<file path="src/design/t2g_pkg.sv">
`timescale 1ns / 1ps
`default_nettype none

package t2g_pkg;

    // Table size and coordinate widths.
    localparam int MAX_EXONS  = 32;
    localparam int COORD_BITS = 32;
    localparam int WORD_W     = 32;
    localparam int LEN_W      = 16;
    localparam int IDX_W      = (MAX_EXONS > 1) ? $clog2(MAX_EXONS) : 1;
    localparam int CNT_W      = $clog2(MAX_EXONS + 1);
    // Gap between neighboring exons, signed, one bit of headroom.
    localparam int GAP_W      = COORD_BITS + 2;
    // Running coordinate width: sums of up to MAX_EXONS signed gaps.
    localparam int XW         = COORD_BITS + CNT_W + 4;

    // Command queue between the front and the back end.
    localparam int QDEPTH = 2;
    localparam int QPTR_W = (QDEPTH > 1) ? $clog2(QDEPTH) : 1;
    localparam int QCNT_W = $clog2(QDEPTH + 1);

    typedef enum logic {
        KIND_LOAD  = 1'b0,
        KIND_QUERY = 1'b1
    } kind_t;

    typedef enum logic [1:0] {
        OP_MATCH = 2'd0,
        OP_SKIP  = 2'd1,
        OP_NONE  = 2'd2
    } op_t;

    typedef enum logic [1:0] {
        ST_OK       = 2'd0,
        ST_NO_EXON  = 2'd1,
        ST_PAST_END = 2'd2
    } status_t;

    typedef enum logic [2:0] {
        BK_IDLE,
        BK_LOC,
        BK_CHK,
        BK_EMIT,
        BK_ERR
    } bk_state_t;

    // One classified word as it sits in the queue.
    typedef struct packed {
        kind_t                  kind;
        logic                   first_exon;
        logic [COORD_BITS-1:0]  ex_begin;
        logic [COORD_BITS-1:0]  ex_finish;
        logic                   minus;
        logic [WORD_W-1:0]      read_offset;
        logic [LEN_W-1:0]       read_bases;
    } cmd_t;

    // One exon table entry; gap is begin minus the previous finish minus one.
    typedef struct packed {
        logic [COORD_BITS-1:0]  ex_begin;
        logic [COORD_BITS-1:0]  ex_finish;
        logic [GAP_W-1:0]       gap;
    } exon_t;

    // One result word.
    typedef struct packed {
        logic               valid;
        logic [WORD_W-1:0]  genome_start;
        op_t                op;
        logic [WORD_W-1:0]  op_len;
        logic               minus;
        status_t            status;
        logic               last;
    } res_t;

    // Queue status seen by both sides.
    typedef struct packed {
        logic full;
        logic empty;
    } q_stat_t;

endpackage

`default_nettype wire

</file>
<file path="src/design/t2g_fifo.sv">
`timescale 1ns / 1ps
`default_nettype none

module t2g_fifo (
    input  logic              clk,
    input  logic              rst_n,
    input  logic              push,
    input  t2g_pkg::cmd_t     din,
    input  logic              pop,
    output t2g_pkg::cmd_t     dout,
    output t2g_pkg::q_stat_t  stat
);
    import t2g_pkg::*;

    cmd_t              mem_reg [QDEPTH];
    logic [QPTR_W-1:0] wptr_reg, wptr_next;
    logic [QPTR_W-1:0] rptr_reg, rptr_next;
    logic [QCNT_W-1:0] cnt_reg, cnt_next;

    // Pointer and fill count updates.
    always_comb
    begin
        wptr_next = wptr_reg;
        rptr_next = rptr_reg;
        cnt_next  = cnt_reg;
        if (push)
        begin
            wptr_next = (wptr_reg == QPTR_W'(QDEPTH - 1)) ? '0 : wptr_reg + QPTR_W'(1);
        end
        if (pop)
        begin
            rptr_next = (rptr_reg == QPTR_W'(QDEPTH - 1)) ? '0 : rptr_reg + QPTR_W'(1);
        end
        if (push && !pop)
        begin
            cnt_next = cnt_reg + QCNT_W'(1);
        end
        else if (pop && !push)
        begin
            cnt_next = cnt_reg - QCNT_W'(1);
        end
    end

    always_ff @(posedge clk or negedge rst_n)
    begin
        if (!rst_n)
        begin
            wptr_reg <= '0;
            rptr_reg <= '0;
            cnt_reg  <= '0;
        end
        else
        begin
            wptr_reg <= wptr_next;
            rptr_reg <= rptr_next;
            cnt_reg  <= cnt_next;
        end
    end

    // Queue storage holds payload only.
    always_ff @(posedge clk)
    begin
        if (push)
        begin
            mem_reg[wptr_reg] <= din;
        end
    end

    // Full is the upper bit of the status, empty the lower.
    assign dout = mem_reg[rptr_reg];
    assign stat = {(cnt_reg == QCNT_W'(QDEPTH)), (cnt_reg == '0)};

endmodule

`default_nettype wire

</file>
<file path="config.mk">
export PLATFORM = sky130hd
export DESIGN_NAME = t2g_fifo
export DESIGN_NICKNAME = d
export VERILOG_FILES = /design/src/design/t2g_pkg.sv /design/src/design/t2g_fifo.sv
export SDC_FILE = /design/constraint.sdc
export NUM_CORES = 1
export LEC_CHECK = 0
export ABC_CLOCK_PERIOD_IN_PS = 5900
export CAP_MARGIN = 5
export CELL_PAD_IN_SITES_DETAIL_PLACEMENT = 0
export CELL_PAD_IN_SITES_GLOBAL_PLACEMENT = 1
export CORE_MARGIN = 8
export CORE_UTILIZATION = 48
export DETAILED_ROUTE_END_ITERATION = 6
export DONT_BUFFER_PORTS = 1
export PLACE_DENSITY_LB_ADDON = 0.1
export SYNTH_ARGS = -nofsm -noshare
export SYNTH_HDL_FRONTEND = slang
export SYNTH_SLANG_ARGS = --single-unit
</file>
<file path="constraint.sdc">
create_clock -name clk -period 5.9 [get_ports clk]
set_clock_uncertainty 0.2 [all_clocks]
set_input_delay 0.295 -clock clk [delete_from_list [all_inputs] [get_ports clk]]
set_output_delay 0.295 -clock clk [all_outputs]
set_load 0.1 [all_outputs]
</file>
Yosys cells after proc, flatten, opt, wreduce, memory -nomap -nowiden --
Memory sizes are Yosys's and may differ from the RTL's. Index checks and enable logic that the tools add are counted.
Storage, ports and cells: output and inout bits 117, bits in registers 4, memory bits (writable) 230, word-level logic and storage cells 21, memories kept 1, input port bits 119
Memory list:
- mem_reg | words 2, bits a word 115, rd ports 1, clocked after memory_dff 0, write ports 1, RTL line t2g_fifo.sv:15 | cmd_t mem_reg [QDEPTH];
Cells by class: $add $sub $neg 4, eq/ne operators 1, muxes and demuxes 6, reduce and logical (&&, ||, !) cells 6
Operators with widths (number):
- two-way mux 1 bit | 4
- two-way mux 2 bit | 2
- adder 1 bit, second input constant | 2
- adder 2 x 1 -> 2 bit, second input constant | 1
- == test 2 bit, second input constant | 1
- logical AND 1 bit | 2
- logical NOT 1 bit | 2
- logical NOT 2 bit | 1
- nonzero test 2 bit | 1
- subtractor 2 x 1 -> 2 bit, second input constant | 1

Longest topological paths before layout --
Gate-level depths: netlist (run 1).
word-level depth 4, gate-level depth with buffers 5, mapped depth without buffers 5

Worst setup path after synthesis (run 1) --
OpenSTA, ideal clock, no wires.
path kind register -> register, from register wptr_reg, to memory mem_reg[0][0] (netlist bit) (enable), period minus slack after synthesis 6.291 ns, arrival time 5.487 ns, path buffers 0, required time 5.096 ns, cell stages (with the launch flop) 2, library setup time 0.604 ns, setup slack -0.391 ns, path through dfrtp_1 -> nor2b_1
RTL lines:
- start, declared | RTL line t2g_fifo.sv:16 | logic [QPTR_W-1:0] wptr_reg, wptr_next;
- start signal, assigned | RTL line t2g_fifo.sv:54 | wptr_reg <= wptr_next;
- end, declared | RTL line t2g_fifo.sv:15
No word-level cell before the write port.

==> flow_metrics.env, run 1 <==
export IMPL_yosysMostFrequentCell="edfxtp_1"
export IMPL_dr_pass1_iters=4
export IMPL_synth_cell_types=13
export IMPL_ff2ff_path_depth=2
export IMPL_drive_gt1_share_pct=30.4
export IMPL_wirelength_um=16500
export IMPL_gp_congestion=0.686
export IMPL_netlist_area_leader_share_pct=79.9
export IMPL_grt_max_degree=65
export IMPL_drv_cap=0
export IMPL_drcViolationCount=0
export IMPL_synthTopCellsByArea="edfxtp_1 (80%), mux2_2 (9.8%), mux2_4 (7.0%), dfrtp_1 (1.2%), buf_6 (0.78%)"
export IMPL_nets=631
export IMPL_fin_crit_sh_pct=49.1
export IMPL_wire_per_inst_um=21.7
export IMPL_worst_skew_pair_late_latency_ns=0.49
export IMPL_clkSinkCount=234
export IMPL_setup_violations=0
export IMPL_tightestPinTransition_ns=1.16
export IMPL_clk_path_buf_depth=3
export IMPL_core_region_area_um2=17800
export IMPL_start_kind="flip-flop"
export IMPL_via_count=3869
export IMPL_drt_antenna_violating_nets=0
export IMPL_fin_setup_tns_ns=0
export IMPL_post_dp_hpwl_um=10700
export IMPL_diodes=0
export IMPL_rows=49
export IMPL_clk_pin_slew_ns=0.06
export IMPL_syn_num_nets=494
export IMPL_area_delta_synth_final_pct=25.4
export IMPL_maxSlewHeadroom_pct=22.6
export IMPL_antenna_found_initial=0
export IMPL_synth_ff_type="edfxtp_1"
export IMPL_hold_path_class="input port to flip-flop"
export IMPL_die_h_um=150
export IMPL_synthCells=374
export IMPL_grt_ovfl_total=0
export IMPL_largest_reg_flops=230
export IMPL_post_cts_repair_setup_buffers=0
export IMPL_io_pins=236
export IMPL_cts_tree="built"
export IMPL_max_freq_mhz=345
export IMPL_finalHoldViolCount=0
export IMPL_synth_yosys_seq_area_share_pct=81.1
export IMPL_fillers=1328
export IMPL_syn_area_um2=8640
export IMPL_status="completed"
export IMPL_yosysWarnings=0
export IMPL_finalMaxSlewViolations=0
export IMPL_synthTopCellsByCount="edfxtp_1 (230), mux2_2 (75), mux2_4 (40)"
export IMPL_crit_type="flip-flop to output pin"
export IMPL_vias_per_cell=5.10
export IMPL_synth_enable_flop_cells=230
export IMPL_required_ns=5.41
export IMPL_yosysTopAreaCell="edfxtp_1"
export IMPL_grtUsageTotal_pct=14.0
export IMPL_cts_buffers_inserted=24
export IMPL_min_period_ns=2.90
export IMPL_crit_path_end_kind="output pin"
export IMPL_io_buffers=0
export IMPL_rsz0062_at_grt="false"
export IMPL_cts_root_buf="clkbuf_16"
export IMPL_cts_htree_levels=1
export IMPL_initial_utilization_pct=48.4
export IMPL_ys_ff_latch=234
export IMPL_drt_iter0_drc=225
export IMPL_grt_pass1_wl_um=24100
export IMPL_syn_avg_cell_area_um2=23.1
export IMPL_path_max_fanout=56
export IMPL_grt_pass1_vias=4169
export IMPL_cts_resized=0
export IMPL_dieArea_um2=22600
export IMPL_ys_async_sr_fraction_pct=1.71
export IMPL_whs_path_depth=1
export IMPL_dieWidth_um=150
export IMPL_ctsHoldBuffers=119
export IMPL_crit_arrival_ns=2.40
final cells by class:
cell class / instances / area, um2 / share of cell area (%)
Clock buffer: 28 / 637 / 5.88
Clock inverter: 16 / 126 / 1.17
Inverter: 1 / 3.75 / 0.0346
Multi-Input combinational cell: 126 / 1540 / 14.2
Sequential cell: 234 / 7010 / 64.7
Tap cell: 229 / 287 / 2.64
Timing Repair Buffer: 124 / 1230 / 11.3
cells in the final DEF (no fill, tap or decap), types with 2 or more instances in the layout:
cell type | netlist | final
dlygate4sd3_1 | 0 | 119
xor2_1 | 4 | 4
clkinv_2 | 0 | 8
edfxtp_1 | 230 | 230
bufinv_16 | 0 | 2
mux2_2 | 75 | 75
mux2_4 | 40 | 40
buf_4 | 0 | 5
clkbuf_1 | 0 | 3
clkbuf_16 | 0 | 25
clkinv_1 | 0 | 5
dfrtp_1 | 4 | 3
final timing paths:
check                                             from  slack (ns)                  endpoint
worst max-delay path              rptr_reg$_DFFE_PN0P_        3.00                 dout[104]
worst min-delay path                              push        0.21  mem_reg[1][30]$_DFFE_PP_
worst max register to register    wptr_reg$_DFFE_PN0P_        3.36  mem_reg[1][26]$_DFFE_PP_
worst min register to register  cnt_reg[1]$_DFFE_PN0P_        0.32    cnt_reg[1]$_DFFE_PN0P_
max in group asynchronous                        rst_n        4.87      rptr_reg$_DFFE_PN0P_
min in group asynchronous                        rst_n        0.43      rptr_reg$_DFFE_PN0P_
cells by family (layout without fill, tap and decap cells):
kind of cell	after synthesis	in the layout	synth area share [%]
and+or+nand+nor	5	5	0.304
muxes	115	115	16.7
buffers and inverters	14	169	1.23
adders and majority gates	1	1	0.145
DFF	234	234	81.1
xor gates and xnor gates	5	5	0.507
worst max-delay path, stage by stage, from the launching register on:
cell and delay [ns]:
dfrtp_4 0.45, buf_4 0.73, mux2_2 0.67
routing by layer:
layer	wire (um)	global-route usage, %	vias up
met4	259	4.00	0
met5	0	0	-
li1	-	-	1757
met3	1780	6.31	21
met2	8230	23.6	153
met1	6200	15.6	1938
metrics by stage:
step	hold WS [ns]	instance area, um2	instances	utilization [%]	setup slack (ns)
floorplan	-0.201	8640	374	-	1.86
global placement	-0.200	8880	595	49.8	3.36
detailed placement	-0.200	8880	595	49.8	3.33
CTS	0.217	10800	758	60.7	2.94
global route	0.223	10800	758	60.7	2.89
finish	0.205	10800	758	60.7	3.00
Power of run 1 is left out: the tool's default activity adds up to more than one toggle a clock period on the data nets, which glitch-free logic cannot reach.
==> run 2, diff against run 1 <==
ABC_AREA = 1   (was not set)
ABC_CLOCK_PERIOD_IN_PS = 2550   (was 5900)
clock period = 2.55 ns   (was 5.9 ns; I/O delays follow)
==> run 2 against run 1 <==
Against the previous run:
- sequential share of layout area decreased by 0.61 points
- worst setup slack got worse by 2.7 ns
- highest routed layer unchanged
- critical path depth unchanged
- core utilization increased by 0.58 points
- flip-flop and latch count unchanged
- via count increased by 1.6%
- synthesized area increased by 0.23%
- final cell count increased by 1.5%
- non-clock buffer count increased by 4
- hold slack got worse by 0.16 ns
==> flow_metrics.env, run 2 <==
export IMPL_status="completed"
export IMPL_required_ns=2.22
export IMPL_area_delta_synth_final_pct=26.3
export IMPL_ys_async_sr_fraction_pct=1.71
export IMPL_wirelength_um=16800
export IMPL_largest_reg_flops=230
export IMPL_synthTopCellsByArea="edfxtp_1 (80%), mux2_2 (9.8%), mux2_4 (6.9%), dfrtp_1 (1.2%), buf_6 (0.78%)"
export IMPL_drt_iter0_drc=162
export IMPL_via_count=3930
export IMPL_synth_cell_types=14
export IMPL_drive_gt1_share_pct=30.2
export IMPL_drcViolationCount=0
export IMPL_yosysTopAreaCell="edfxtp_1"
export IMPL_nets=644
export IMPL_mostFrequentLayoutCells="edfxtp_1 (230), dlygate4sd3_1 (119), mux2_2 (75)"
export IMPL_grt_busiest_layer="met2"
export IMPL_syn_avg_cell_area_um2=22.6
export IMPL_crit_type="flip-flop to output pin"
export IMPL_clk_pin_slew_ns=0.06
export IMPL_regToRegSetupSlack_ns=0.87
export IMPL_crit_arrival_ns=1.89
export IMPL_synth_yosys_seq_area_share_pct=80.9
export IMPL_post_cts_repair_setup_buffers=0
export IMPL_fin_crit_sh_pct=86.9
export IMPL_finalHoldViolCount=0
export IMPL_whs_path_depth=3
export IMPL_yosysWarnings=0
export IMPL_syn_num_nets=503
export IMPL_netlist_area_leader_share_pct=79.7
export IMPL_path_max_fanout=56
export IMPL_max_freq_mhz=451
export IMPL_ff2ff_path_depth=2
export IMPL_utilization_pct=61.3
export IMPL_min_to="mem_reg[1][48]$_DFFE_PP_"
export IMPL_rows=49
export IMPL_drt_antenna_violating_nets=0
export IMPL_cts_tree="built"
export IMPL_dieArea_um2=22600
export IMPL_vias_per_cell=5.11
export IMPL_hp_start="push"
export IMPL_met3_usage_pct=5.32
export IMPL_grt_ovfl_total=0
export IMPL_clk_path_buf_depth=3
export IMPL_setup_violations=0
export IMPL_grtUsageMet2_pct=23.9
export IMPL_maxSlewHeadroom_pct=57.3
export IMPL_crit_path_end_kind="output pin"
export IMPL_tightestPinTransition_ns=0.640
export IMPL_cts_root_buf="clkbuf_16"
export IMPL_post_dp_hpwl_um=10900
export IMPL_start_kind="flip-flop"
export IMPL_grtUsageTotal_pct=14.2
export IMPL_dr_pass1_iters=4
export IMPL_crit_path_cell_trace="buf_12 -> mux2_2"
export IMPL_use_met1_pct=16.3
export IMPL_initial_utilization_pct=48.5
export IMPL_r2r_start="wptr_reg$_DFFE_PN0P_"
export IMPL_design_area_um2=10900
export IMPL_min_period_ns=2.22
export IMPL_grt_pass1_wl_um=24500
export IMPL_cts_buffers_inserted=24
export IMPL_hold_path_class="input port to flip-flop"
export IMPL_synth_ff_type="edfxtp_1"
export IMPL_final_common_cell="edfxtp_1"
export IMPL_syn_area_um2=8660
export IMPL_core_region_area_um2=17800
export IMPL_grt_pass1_vias=4206
export IMPL_io_buffers=0
export IMPL_cts_htree_levels=1
export IMPL_crit_slowest_cell="mux2_2"
export IMPL_synthCells=383
export IMPL_drv_cap=0
export IMPL_gp_congestion=0.706
export IMPL_clkSinkCount=234
export IMPL_io_pins=236
export IMPL_synthTopCellsByCount="edfxtp_1 (230), mux2_2 (75), mux2_4 (40)"
export IMPL_antenna_found_initial=1
export IMPL_r2r_end="mem_reg[0][71]$_DFFE_PP_"
export IMPL_finalMaxSlewViolations=0
export IMPL_grt_max_degree=67
export IMPL_layout_cells_non_filler=769
export IMPL_max_stage_delay_ns=0.61
export IMPL_ys_ff_latch=234
export IMPL_rsz0062_at_grt="false"
export IMPL_worst_skew_pair_late_latency_ns=0.49
export IMPL_wire_per_inst_um=21.8
export IMPL_yosysMostFrequentCell="edfxtp_1"
export IMPL_die_h_um=150
export IMPL_place_inst=608
export IMPL_dieWidth_um=150
export IMPL_synth_enable_flop_cells=230
export IMPL_place_area_um2=9000
-- run 2: changes by cell type after synthesis, sizes merged --
cell and delta:
inv +6, nor2b -2, nand2 +5, nand4 +1, nor2 +1, xor2 -2
and2 -1, nand3 +1
-- run 2: how the worst max path moves through the flow --
stage / from / end / cells after the start
5_1_grt: rptr_reg$_DFFE_PN0P_ / dout[9] / 2
6_report: rptr_reg$_DFFE_PN0P_ / dout[9] / 2
3_3_place_gp: wptr_reg$_DFFE_PN0P_ / mem_reg[0][73]$_DFFE_PP_ / 2
2_1_floorplan: wptr_reg$_DFFE_PN0P_ / mem_reg[1][0]$_DFFE_PP_ / 2
4_1_cts: rptr_reg$_DFFE_PN0P_ / dout[9] / 2
3_5_place_dp: wptr_reg$_DFFE_PN0P_ / mem_reg[0][72]$_DFFE_PP_ / 2
-- run 2: logic make-up (layout without fill, tap and decap cells) --
family                     Yosys count  after routing  share of synthesized area [%]
DFF                                234            234                           80.9
and+or+nand+nor                     10             10                          0.477
xor gates and xnor gates             3              3                          0.303
muxes                              115            115                           16.7
buffers and inverters               20            176                           1.49
adders and majority gates            1              1                          0.144
other                                0              1                              0
-- run 2: layout make-up --
class / instances / area [um2]
Antenna cell: 1 / 2.50
Clock buffer: 34 / 689
Clock inverter: 7 / 57.6
Fill cell: 1283 / 6900
Inverter: 7 / 30.0
Multi-Input combinational cell: 129 / 1540
Sequential cell: 234 / 7010
Tap cell: 229 / 287
Timing Repair Buffer: 128 / 1320
-- run 2: metal layers --
| metal | routed length, um | share of wire (%) |
|---|---|---|
| met1 | 6100 | 36 |
| met2 | 8510 | 51 |
| met3 | 1670 | 10 |
| met4 | 472 | 2.8 |
| met5 | 0 | 0 |
-- run 2: per-stage QoR --
step,setup TNS [ns],hold slack (ns),setup WS [ns]
global route,0,0.0528,0.268
CTS,0,0.0394,0.298
detailed placement,0,-0.368,0.837
floorplan,-48.91,-0.368,-0.228
global placement,0,-0.368,0.832
finish,0,0.0436,0.333
-- run 2: what timing repair did --
action,CTS,global route
resized for setup,0,0
hold buffers,119,0
endpoints found under the setup margin,0,0
endpoints found under the hold margin,304,0
-- run 2: worst max-delay path: cells and delay by family (launching register included) --
kind / cells / cell delay, ns
mux: 1 / 0.61
flops: 1 / 0.44
buf+inv: 1 / 0.28
Power of run 2 is left out for the same reason.
