## src/design/t2g_pkg.sv

```systemverilog
`timescale 1ns / 1ps
`default_nettype none

package t2g_pkg;

    // Table size and coordinate widths.
    localparam int MAX_EXONS  = 32;
    localparam int COORD_BITS = 32;
    localparam int WORD_W     = 32;
    localparam int LEN_W      = 16;
    localparam int IDX_W      = (MAX_EXONS > 1) ? $clog2(MAX_EXONS) : 1;
    localparam int CNT_W      = $clog2(MAX_EXONS + 1);
    // Gap between neighboring exons, signed, one bit of headroom.
    localparam int GAP_W      = COORD_BITS + 2;
    // Running coordinate width: sums of up to MAX_EXONS signed gaps.
    localparam int XW         = COORD_BITS + CNT_W + 4;

    // Command queue between the front and the back end.
    localparam int QDEPTH = 2;
    localparam int QPTR_W = (QDEPTH > 1) ? $clog2(QDEPTH) : 1;
    localparam int QCNT_W = $clog2(QDEPTH + 1);

    typedef enum logic {
        KIND_LOAD  = 1'b0,
        KIND_QUERY = 1'b1
    } kind_t;

    typedef enum logic [1:0] {
        OP_MATCH = 2'd0,
        OP_SKIP  = 2'd1,
        OP_NONE  = 2'd2
    } op_t;

    typedef enum logic [1:0] {
        ST_OK       = 2'd0,
        ST_NO_EXON  = 2'd1,
        ST_PAST_END = 2'd2
    } status_t;

    typedef enum logic [2:0] {
        BK_IDLE,
        BK_LOC,
        BK_CHK,
        BK_EMIT,
        BK_ERR
    } bk_state_t;

    // One classified word as it sits in the queue.
    typedef struct packed {
        kind_t                  kind;
        logic                   first_exon;
        logic [COORD_BITS-1:0]  ex_begin;
        logic [COORD_BITS-1:0]  ex_finish;
        logic                   minus;
        logic [WORD_W-1:0]      read_offset;
        logic [LEN_W-1:0]       read_bases;
    } cmd_t;

    // One exon table entry; gap is begin minus the previous finish minus one.
    typedef struct packed {
        logic [COORD_BITS-1:0]  ex_begin;
        logic [COORD_BITS-1:0]  ex_finish;
        logic [GAP_W-1:0]       gap;
    } exon_t;

    // One result word.
    typedef struct packed {
        logic               valid;
        logic [WORD_W-1:0]  genome_start;
        op_t                op;
        logic [WORD_W-1:0]  op_len;
        logic               minus;
        status_t            status;
        logic               last;
    } res_t;

    // Queue status seen by both sides.
    typedef struct packed {
        logic full;
        logic empty;
    } q_stat_t;

endpackage

`default_nettype wire

```

## src/design/t2g_front.sv

```systemverilog
`timescale 1ns / 1ps
`default_nettype none

module t2g_front (
    input  logic                          start,
    input  logic                          kind,
    input  logic                          first_exon,
    input  logic [t2g_pkg::WORD_W-1:0]    exon_begin,
    input  logic [t2g_pkg::WORD_W-1:0]    exon_finish,
    input  logic                          trans_minus,
    input  logic                          read_flip,
    input  logic [t2g_pkg::WORD_W-1:0]    read_offset,
    input  logic [t2g_pkg::LEN_W-1:0]     read_bases,
    input  t2g_pkg::q_stat_t              q_stat,
    output logic                          busy,
    output logic                          push,
    output t2g_pkg::cmd_t                 cmd
);
    import t2g_pkg::*;

    logic is_query;

    // A word is taken whenever the queue has room.
    assign busy     = q_stat.full;
    assign push     = start && !q_stat.full;
    assign is_query = (kind == KIND_QUERY);

    // Classify the word and keep only the fields that its kind uses.
    always_comb
    begin
        cmd             = '0;
        cmd.kind        = is_query ? KIND_QUERY : KIND_LOAD;
        if (is_query)
        begin
            cmd.minus       = trans_minus ^ read_flip;
            cmd.read_offset = read_offset;
            cmd.read_bases  = read_bases;
        end
        else
        begin
            cmd.first_exon  = first_exon;
            cmd.ex_begin    = exon_begin;
            cmd.ex_finish   = exon_finish;
        end
    end

endmodule

`default_nettype wire

```

## config.mk

```make
export PLATFORM = sky130hd
export DESIGN_NAME = t2g_front
export DESIGN_NICKNAME = d
export VERILOG_FILES = /design/src/design/t2g_pkg.sv /design/src/design/t2g_front.sv
export SDC_FILE = /design/constraint.sdc
export NUM_CORES = 1
export LEC_CHECK = 0
export BUFFER_PORTS_ARGS = -buffer_cell sky130_fd_sc_hd__buf_4
export CORE_AREA = 2 2 90 92
export DETAILED_ROUTE_END_ITERATION = 7
export DIE_AREA = 0 0 92 94
export MAX_ROUTING_LAYER = met4
export PLACE_DENSITY = 0.61
export SLEW_MARGIN = 20
export SYNTH_ARGS = -nofsm -noshare
export SYNTH_HDL_FRONTEND = slang
export SYNTH_SLANG_ARGS = --single-unit
```

## constraint.sdc

```tcl
create_clock -name vclk -period 1
set_input_delay 0.05 -clock vclk [all_inputs]
set_output_delay 0.05 -clock vclk [all_outputs]
set_load 0.01 [all_outputs]
```

== Word level (Yosys, flattened, before mapping) ==
Index checks and enable logic that the tools add are counted.
Storage, ports and cells
  register bits: 0
  word-level logic and storage cells: 6
  output and inout bits: 117
  bits of input ports: 119
Operators by class
  mux-type cells: 3
  reduce and logical (&&, ||, !) cells: 2
  bitwise gates (word level): 1
Operators with widths (count)
  two-way mux 65 bit: 1
  two-way mux 49 bit: 1
  logical AND 1 bit: 1
  zero test 1 bit: 1
  two-way mux 1 bit: 1
  bitwise XOR 1 bit: 1

== Longest topological paths before layout ==
Gate-level depths: netlist of the first run.
  depth in word-level cells: 2
  depth in mapped cells: 3
  depth with buffers taken out: 2

== Least setup slack after synthesis of the first run ==
OpenSTA, ideal clock, no wires.
  kind: input -> output
  start: input kind
  end: output cmd[100] (netlist name)
  slack: 0.409 ns
  path buffers: 2
  data arrival time: 0.541 ns
  stages: 3
  data required time: 0.950 ns
  cells stage by stage: buf_4 > buf_4 > nor2b_1
RTL lines
  start, declared: RTL line t2g_front.sv:6  | input logic kind,
  end, declared: RTL line t2g_front.sv:17  | output t2g_pkg::cmd_t cmd

==> results of run 1 <==
placed cells by master, fill, tap and decap left out, drive strengths merged:
cell type	Yosys	layout
xor2	1	1
and2	49	49
buf	10	237
nor2b	66	66
per-stage QoR:
step	area, µm²	std cells
3_3_place_gp	2660	455
5_1_grt	2660	455
4_1_cts	2660	455
6_report	2660	455
2_1_floorplan	816	130
3_5_place_dp	2660	455
cells by family (layout without fill, tap and decap cells):
logic type                after synthesis  count (layout)
xor gates and xnor gates                1               1
buffers and inverters                  14             237
and+or+nand+nor                       115             115
synth_stat cells:
master | count | area (µm²)
clkbuf_1 | 4 | 15.0
xor2_1 | 1 | 8.76
and2_1 | 49 | 307
nor2b_1 | 66 | 413
buf_2 | 1 | 5.00
buf_4 | 9 | 67.6
metal layers:
| layer | vias to the layer above | global-route usage, % |
|---|---|---|
| li1 | 823 | - |
| met1 | 698 | 13.2 |
| met2 | 123 | 19.3 |
| met3 | 0 | 1.28 |
| met4 | 0 | 0 |
| met5 | - | - |
report_power, final:
group          internal [mW]  switching [mW]  leakage, nW
registers                  0               0            0
clock network              0               0            0
logic                  0.708           0.399         1.46
total                  0.708           0.399         1.46
path summary, 6_finish.rpt:
kind | cells after the start | slack [ns] | endpoint
max | 4 | 0.25 | cmd[24]
min | 2 | 0.29 | busy
area by class of cell:
type,count,area (µm²),share of cell area [%]
multi-input combinational,116,728,27.4
tap,102,128,4.80
timing repair buffer,237,1800,67.8
==> impl_metrics.json, run 1 <==
{
  "drv_cap": 0,
  "cp-start-kind": "input port",
  "seq_area_um2": 0,
  "yosysWarnings": 0,
  "num-fill-cells": 828,
  "status": "completed",
  "path_buf_inv": 3,
  "grt_overflow_total": 0,
  "vias_per_cell": 3.61,
  "vias": 1644,
  "hpwl_um": 4780,
  "topRoutingLayerUsed": "met3",
  "area_growth_syn_to_layout_pct": 226,
  "io_pins": 236,
  "fin_crit_sh_pct": 75.4,
  "start_util_pct": 10.7,
  "cp_cell_sequence": "buf_4, buf_12, and2_1, buf_4",
  "drtIter0Drc": 19,
  "met3WireLength_um": 520,
  "first_pass_iters": 4,
  "nets": 474,
  "grt_usage_pct": 10.5,
  "nClkBuffers": 0,
  "hold_path.class": "input port to primary output",
  "die_h_um": 94,
  "relSlewSlack_pct": 85.9,
  "synth_seq_area_share_pct": 0,
  "core_mm2": 0.00761,
  "p_total_mw": 1.11,
  "post_cts_buffers": 0,
  "fmax_ghz": 1.33,
  "setup_viol": 0,
  "hold_start": "q_stat[1]",
  "power.leakage_nw": 1.46,
  "final_util_pct": 35.0,
  "worstSetupEndpointType": "primary output",
  "peakVddDrop_mv": 0.173,
  "grt_pass1_wl_um": 7290,
  "synth-xor-area-share_pct": 1.07,
  "antenna_found_initial": 0,
  "rsz0062_at_grt": "false",
  "ant_nets": 0,
  "wirelength_met1_um": 2090,
  "synth_compound_area_share_pct": 0,
  "finalWirelength_um": 5360,
  "power_density_mw_per_mm2": 416,
  "cpMostUsedCell": "buf_4",
  "port_buffers": 235,
  "synthesis.nets": 249,
  "drc": 0,
  "postCtsHoldBufs": 0,
  "crit_path_max_incr_delay_ns": 0.20,
  "worst_pin_slew_ns": 0.211,
  "crit_path_max_fanout": 56,
  "n_antenna_cell": 0,
  "rows": 32,
  "syn_area_per_cell_um2": 6.28,
  "path_delay_family": "buffers and inverters",
  "cp_slowest_cell": "buf_12",
  "postSynthCellCount": 130,
  "yosys.area_share.simple_pct": 88.2,
  "synth_area_um2": 816,
  "synth_top_family_by_area": "simple AND/OR/NAND/NOR gates",
  "gp_congestion": 0.895,
  "seq_cell_count": 0,
  "drive_above_1_share_pct": 67.1,
  "hold_ws_ns": 0.293,
  "slew_viol_final": 0,
  "finalSetupTns_ns": 0,
  "setup_ws_ns": 0.246,
  "grt_pass1_vias": 1539,
  "die_w_um": 92,
  "route.met2.wl_um": 2750,
  "grt_max_degree": 60,
  "synth_adder_area_share_pct": 0,
  "required_ns": 0.95,
  "wl_per_cell_um": 11.8,
  "hold_viol_final": 0,
  "synth_cell_types": 6,
  "worst_ep_arrival_time_ns": 0.70,
  "post_cts_resized": 0,
  "pre_cts_slack_ns": 0.240,
  "critical_path_class": "input port to primary output",
  "period_needed_ns": 0.754,
  "cp-startpoint": "kind",
  "dieArea_mm2": 0.00865,
  "synthMuxAreaShare_pct": 0
}
Note: power is estimated with default switching activity, not from simulation.
==> run 2, diff against run 1 <==
--- a/config.mk
+++ b/config.mk
@@ -6,11 +6,11 @@
 export NUM_CORES = 1
 export LEC_CHECK = 0
 export BUFFER_PORTS_ARGS = -buffer_cell sky130_fd_sc_hd__buf_4
-export CORE_AREA = 2 2 90 92
+export CORE_AREA = 2 2 92 94
 export DETAILED_ROUTE_END_ITERATION = 7
-export DIE_AREA = 0 0 92 94
+export DIE_AREA = 0 0 94 96
 export MAX_ROUTING_LAYER = met4
-export PLACE_DENSITY = 0.61
+export PLACE_DENSITY = 0.6
 export SLEW_MARGIN = 20
 export SYNTH_ARGS = -nofsm -noshare
 export SYNTH_HDL_FRONTEND = slang
==> constraint.sdc (replaced) <==
create_clock -name vclk -period 0.8
set_input_delay 0.04 -clock vclk [all_inputs]
set_output_delay 0.04 -clock vclk [all_outputs]
set_load 0.01 [all_outputs]
==> run 2 against run 1 <==
Hold slack lost 0.019 ns. Critical path depth is the same. Routed wire length shrank 4.4%. Sequential share of layout area is the same. Non-clock buffer count grew 2. Cell area grew 0.85%. Cell count grew 1.1%. Global-route usage shrank 1.5 points. Clock-buffer cell count is the same. Combinational power grew 25%. Die area grew 4.3%. Flip-flop and latch count is the same. Critical endpoint is now cmd[88].
==> impl_metrics.json, run 2 (synthesis results as in run 1) <==
{
  "io_pins": 236,
  "hpwl_um": 4510,
  "worst_pin_slew_ns": 0.210,
  "finalSetupTns_ns": 0,
  "gp_congestion": 0.690,
  "num-fill-cells": 864,
  "crit_path_max_fanout": 19,
  "dpl-instance-area_mm2": 0.00268,
  "rsz0062_at_grt": "false",
  "period_needed_ns": 0.733,
  "core_mm2": 0.00805,
  "hold_viol_final": 0,
  "cp-start-kind": "input port",
  "setup_ws_ns": 0.0671,
  "port_buffers": 235,
  "vias_per_cell": 3.54,
  "min_to": "busy",
  "wl_per_cell_um": 11.1,
  "start_util_pct": 10.1,
  "ant_nets": 0,
  "p_total_mw": 1.39,
  "hold_path.class": "input port to primary output",
  "dpl.cell_count": 460,
  "grt_pass1_vias": 1423,
  "critical_path_class": "input port to primary output",
  "antenna_found_initial": 0,
  "power_density_mw_per_mm2": 517,
  "power.leakage_nw": 1.48,
  "grt_pass1_wl_um": 6510,
  "status": "completed",
  "relSlewSlack_pct": 86.0,
  "setup_viol": 0,
  "vias": 1628,
  "peakVddDrop_mv": 0.181,
  "seq_cell_count": 0,
  "first_pass_iters": 4,
  "drtIter0Drc": 22,
  "drc": 0,
  "seq_area_um2": 0,
  "hold_path_depth": 2,
  "grt_usage_pct": 8.98,
  "drive_above_1_share_pct": 67.3,
  "fmax_ghz": 1.36,
  "grt_max_degree": 40,
  "nets": 476,
  "hold_start": "q_stat[1]",
  "nClkBuffers": 0,
  "drv_cap": 0,
  "worst_ep_arrival_time_ns": 0.69,
  "dieArea_mm2": 0.00902,
  "die_w_um": 94,
  "grt_overflow_total": 0,
  "die_h_um": 96,
  "pre_cts_slack_ns": -0.00770,
  "area_growth_syn_to_layout_pct": 229,
  "n_antenna_cell": 0,
  "multi_input_area_um2": 728,
  "required_ns": 0.76,
  "mostFrequentLayoutCell": "buf_4",
  "slew_viol_final": 0,
  "fin_crit_sh_pct": 91.6,
  "fin_area_mm2": 0.00268,
  "stdcell_count": 460,
  "finalWirelength_um": 5120,
  "worstSetupEndpointType": "primary output",
  "layout_common_cells": "buf_4 (236), nor2b_1 (66), and2_1 (49)",
  "rows": 33
}
run 2: how the worst max path moves through the flow:
stage,start,endpoint,slack (ns),cells past startpoint
final,kind,cmd[88],0.07,4
after global placement,kind,cmd[48],0.02,4
after global routing,kind,cmd[48],0.007,4
after detailed placement,kind,cmd[1],-0.008,4
after floorplan,kind,cmd[100],0.23,3
after CTS,kind,cmd[1],0.06,4
run 2: per-layer routing:
layer / part of all wire [%] / wire length (µm) / up-vias / track usage, %
met3: 11 / 547 / 2 / 1.17
met4: 0.23 / 12 / 0 / 0.242
met5: 0 / 0 / - / -
met1: 35 / 1780 / 687 / 9.36
li1: - / - / 827 / -
met2: 54 / 2780 / 112 / 18.8
run 2: area by class of cell:
cell class,instances,area share (%)
Multi-Input combinational cell,116,27.1
Tap cell,105,4.90
Timing Repair Buffer,239,68.0
run 2: timing repair:
action                                  CTS  global route
hold buffers                              0             0
setup buffers                             0             0
endpoints found under the setup margin    4             0
gates resized for setup                   1             0
run 2: power breakdown:
part | switching, mW | internal, mW
Clock | 0 | 0
Sequential | 0 | 0
Combinational | 0.494 | 0.892
Total | 0.494 | 0.892
run 2: worst max-delay path: stages:
cell and delay [ns]:
buf_6 0.14, buf_4 0.20, nor2b_1 0.16, buf_4 0.14
run 2: stage by stage:
step / utilization (%) / hold WS [ns]
2_1_floorplan: - / 0.126
3_5_place_dp: 33.3 / 0.278
4_1_cts: 33.3 / 0.279
5_1_grt: 33.3 / 0.287
3_3_place_gp: 33.3 / 0.278
6_report: 33.3 / 0.274
==> run 3, diff against run 2 <==
--- a/config.mk
+++ b/config.mk
@@ -6,11 +6,11 @@
 export NUM_CORES = 1
 export LEC_CHECK = 0
 export BUFFER_PORTS_ARGS = -buffer_cell sky130_fd_sc_hd__buf_4
-export CORE_AREA = 2 2 92 94
+export CORE_AREA = 2 2 90 92
 export DETAILED_ROUTE_END_ITERATION = 7
-export DIE_AREA = 0 0 94 96
+export DIE_AREA = 0 0 92 94
 export MAX_ROUTING_LAYER = met4
-export PLACE_DENSITY = 0.6
+export PLACE_DENSITY = 0.61
 export SLEW_MARGIN = 20
 export SYNTH_ARGS = -nofsm -noshare
 export SYNTH_HDL_FRONTEND = slang
==> constraint.sdc (replaced) <==
create_clock -name vclk -period 0.9
set_input_delay 0.045 -clock vclk [all_inputs]
set_output_delay 0.045 -clock vclk [all_outputs]
set_load 0.01 [all_outputs]
==> run 3 against run 2 <==
Sequential share of layout area did not move. Combinational power fell by 12%. First-iteration DRC count fell by 27%. Non-clock buffer count fell by 2. Largest power group unchanged. Critical path depth did not move.
==> impl_metrics.json, run 3 (synthesis results as in run 1) <==
{
  "critical_path_class": "input port to primary output",
  "setup_viol": 0,
  "core_mm2": 0.00761,
  "n_antenna_cell": 0,
  "grt_pass1_wl_um": 7430,
  "path_buf_inv": 3,
  "grt_usage_pct": 10.5,
  "drc": 0,
  "min_to": "busy",
  "vias": 1647,
  "gp_congestion": 0.900,
  "vias_per_cell": 3.62,
  "wl_per_cell_um": 11.7,
  "rows": 32,
  "period_needed_ns": 0.733,
  "die_w_um": 92,
  "finalSetupTns_ns": 0,
  "drive_above_1_share_pct": 67.1,
  "start_util_pct": 10.7,
  "fin_area_mm2": 0.00266,
  "rsz0062_at_grt": "false",
  "ant_nets": 0,
  "post_cts_resized": 0,
  "worst_ep_arrival_time_ns": 0.69,
  "dpl-instance-area_mm2": 0.00266,
  "postCtsHoldBufs": 0,
  "drv_cap": 0,
  "layout_common_cells": "buf_4 (235), nor2b_1 (66), and2_1 (49)",
  "fmax_ghz": 1.37,
  "relSlewSlack_pct": 85.9,
  "antenna_found_initial": 0,
  "grt_overflow_total": 0,
  "dieArea_mm2": 0.00865,
  "hpwl_um": 4740,
  "crit_path_max_incr_delay_ns": 0.21,
  "die_h_um": 94,
  "post_cts_buffers": 0,
  "worstSetupEndpointType": "primary output",
  "finalWirelength_um": 5340,
  "crit_path_max_fanout": 59,
  "path_delay_family": "buffers and inverters",
  "port_buffers": 235,
  "drtIter0Drc": 16,
  "nets": 474,
  "cp_slowest_cell": "buf_12",
  "required_ns": 0.85,
  "hold_viol_final": 0,
  "stdcell_count": 455,
  "cp_cell_sequence": "buf_4, buf_12, and2_1, buf_4",
  "cp-start-kind": "input port",
  "mostFrequentLayoutCell": "buf_4",
  "dpl.cell_count": 455,
  "worst_pin_slew_ns": 0.211,
  "first_pass_iters": 3,
  "cpMostUsedCell": "buf_4",
  "slew_viol_final": 0,
  "grt_pass1_vias": 1562,
  "hold_path.class": "input port to primary output",
  "hold_start": "q_stat[1]",
  "seq_cell_count": 0,
  "io_pins": 236,
  "power_density_mw_per_mm2": 463,
  "area_growth_syn_to_layout_pct": 226,
  "seq_area_um2": 0,
  "grt_max_degree": 60,
  "hold_path_depth": 2,
  "status": "completed",
  "fin_crit_sh_pct": 81.4,
  "nClkBuffers": 0,
  "power.leakage_nw": 1.46,
  "peakVddDrop_mv": 0.196,
  "p_total_mw": 1.23
}
[run 3: cell types whose count changed in the layout (fill, tap and decap cells not counted)]
cell / before / now
buf_4: 236 / 235
buf_6: 1 / 0
[run 3: per-layer routing]
metal  vias up  GRT usage, %  part of all wire, %  wire, µm
met3         0          2.09                   11       587
met5         -             -                    0         0
met2       127          19.2                   51      2710
met4         0         0.249                    0         0
met1       697          12.7                   38      2050
li1        823             -                    -         -
[run 3: final cells by class]
| class | instances | area (µm²) |
|---|---|---|
| fillers | 794 | 4950 |
| repair buffers | 237 | 1800 |
| multi-input cells | 116 | 728 |
| well taps | 102 | 128 |
[run 3: how the worst max path moves through the flow]
| stage | from | endpoint | depth (start not counted) |
|---|---|---|---|
| floorplan | kind | cmd[100] | 3 |
| global placement | kind | cmd[26] | 4 |
| detailed placement | kind | cmd[3] | 4 |
| CTS | kind | cmd[3] | 4 |
| global route | kind | cmd[3] | 4 |
| finish | kind | cmd[3] | 4 |
[run 3: metrics by stage]
step	worst slack [ns]	util [%]	hold slack, ns
final	0.167	35.0	0.281
after global routing	0.108	35.0	0.289
after CTS	0.166	35.0	0.282
after detailed placement	0.166	35.0	0.282
after global placement	0.180	35.0	0.278
after floorplan	0.319	-	0.136
[run 3: power by group]
| part | switching (mW) | leakage [nW] | internal, mW |
|---|---|---|---|
| combinational | 0.444 | 1.46 | 0.787 |
| sequential | 0 | 0 | 0 |
| clock | 0 | 0 | 0 |
| total | 0.444 | 1.46 | 0.787 |
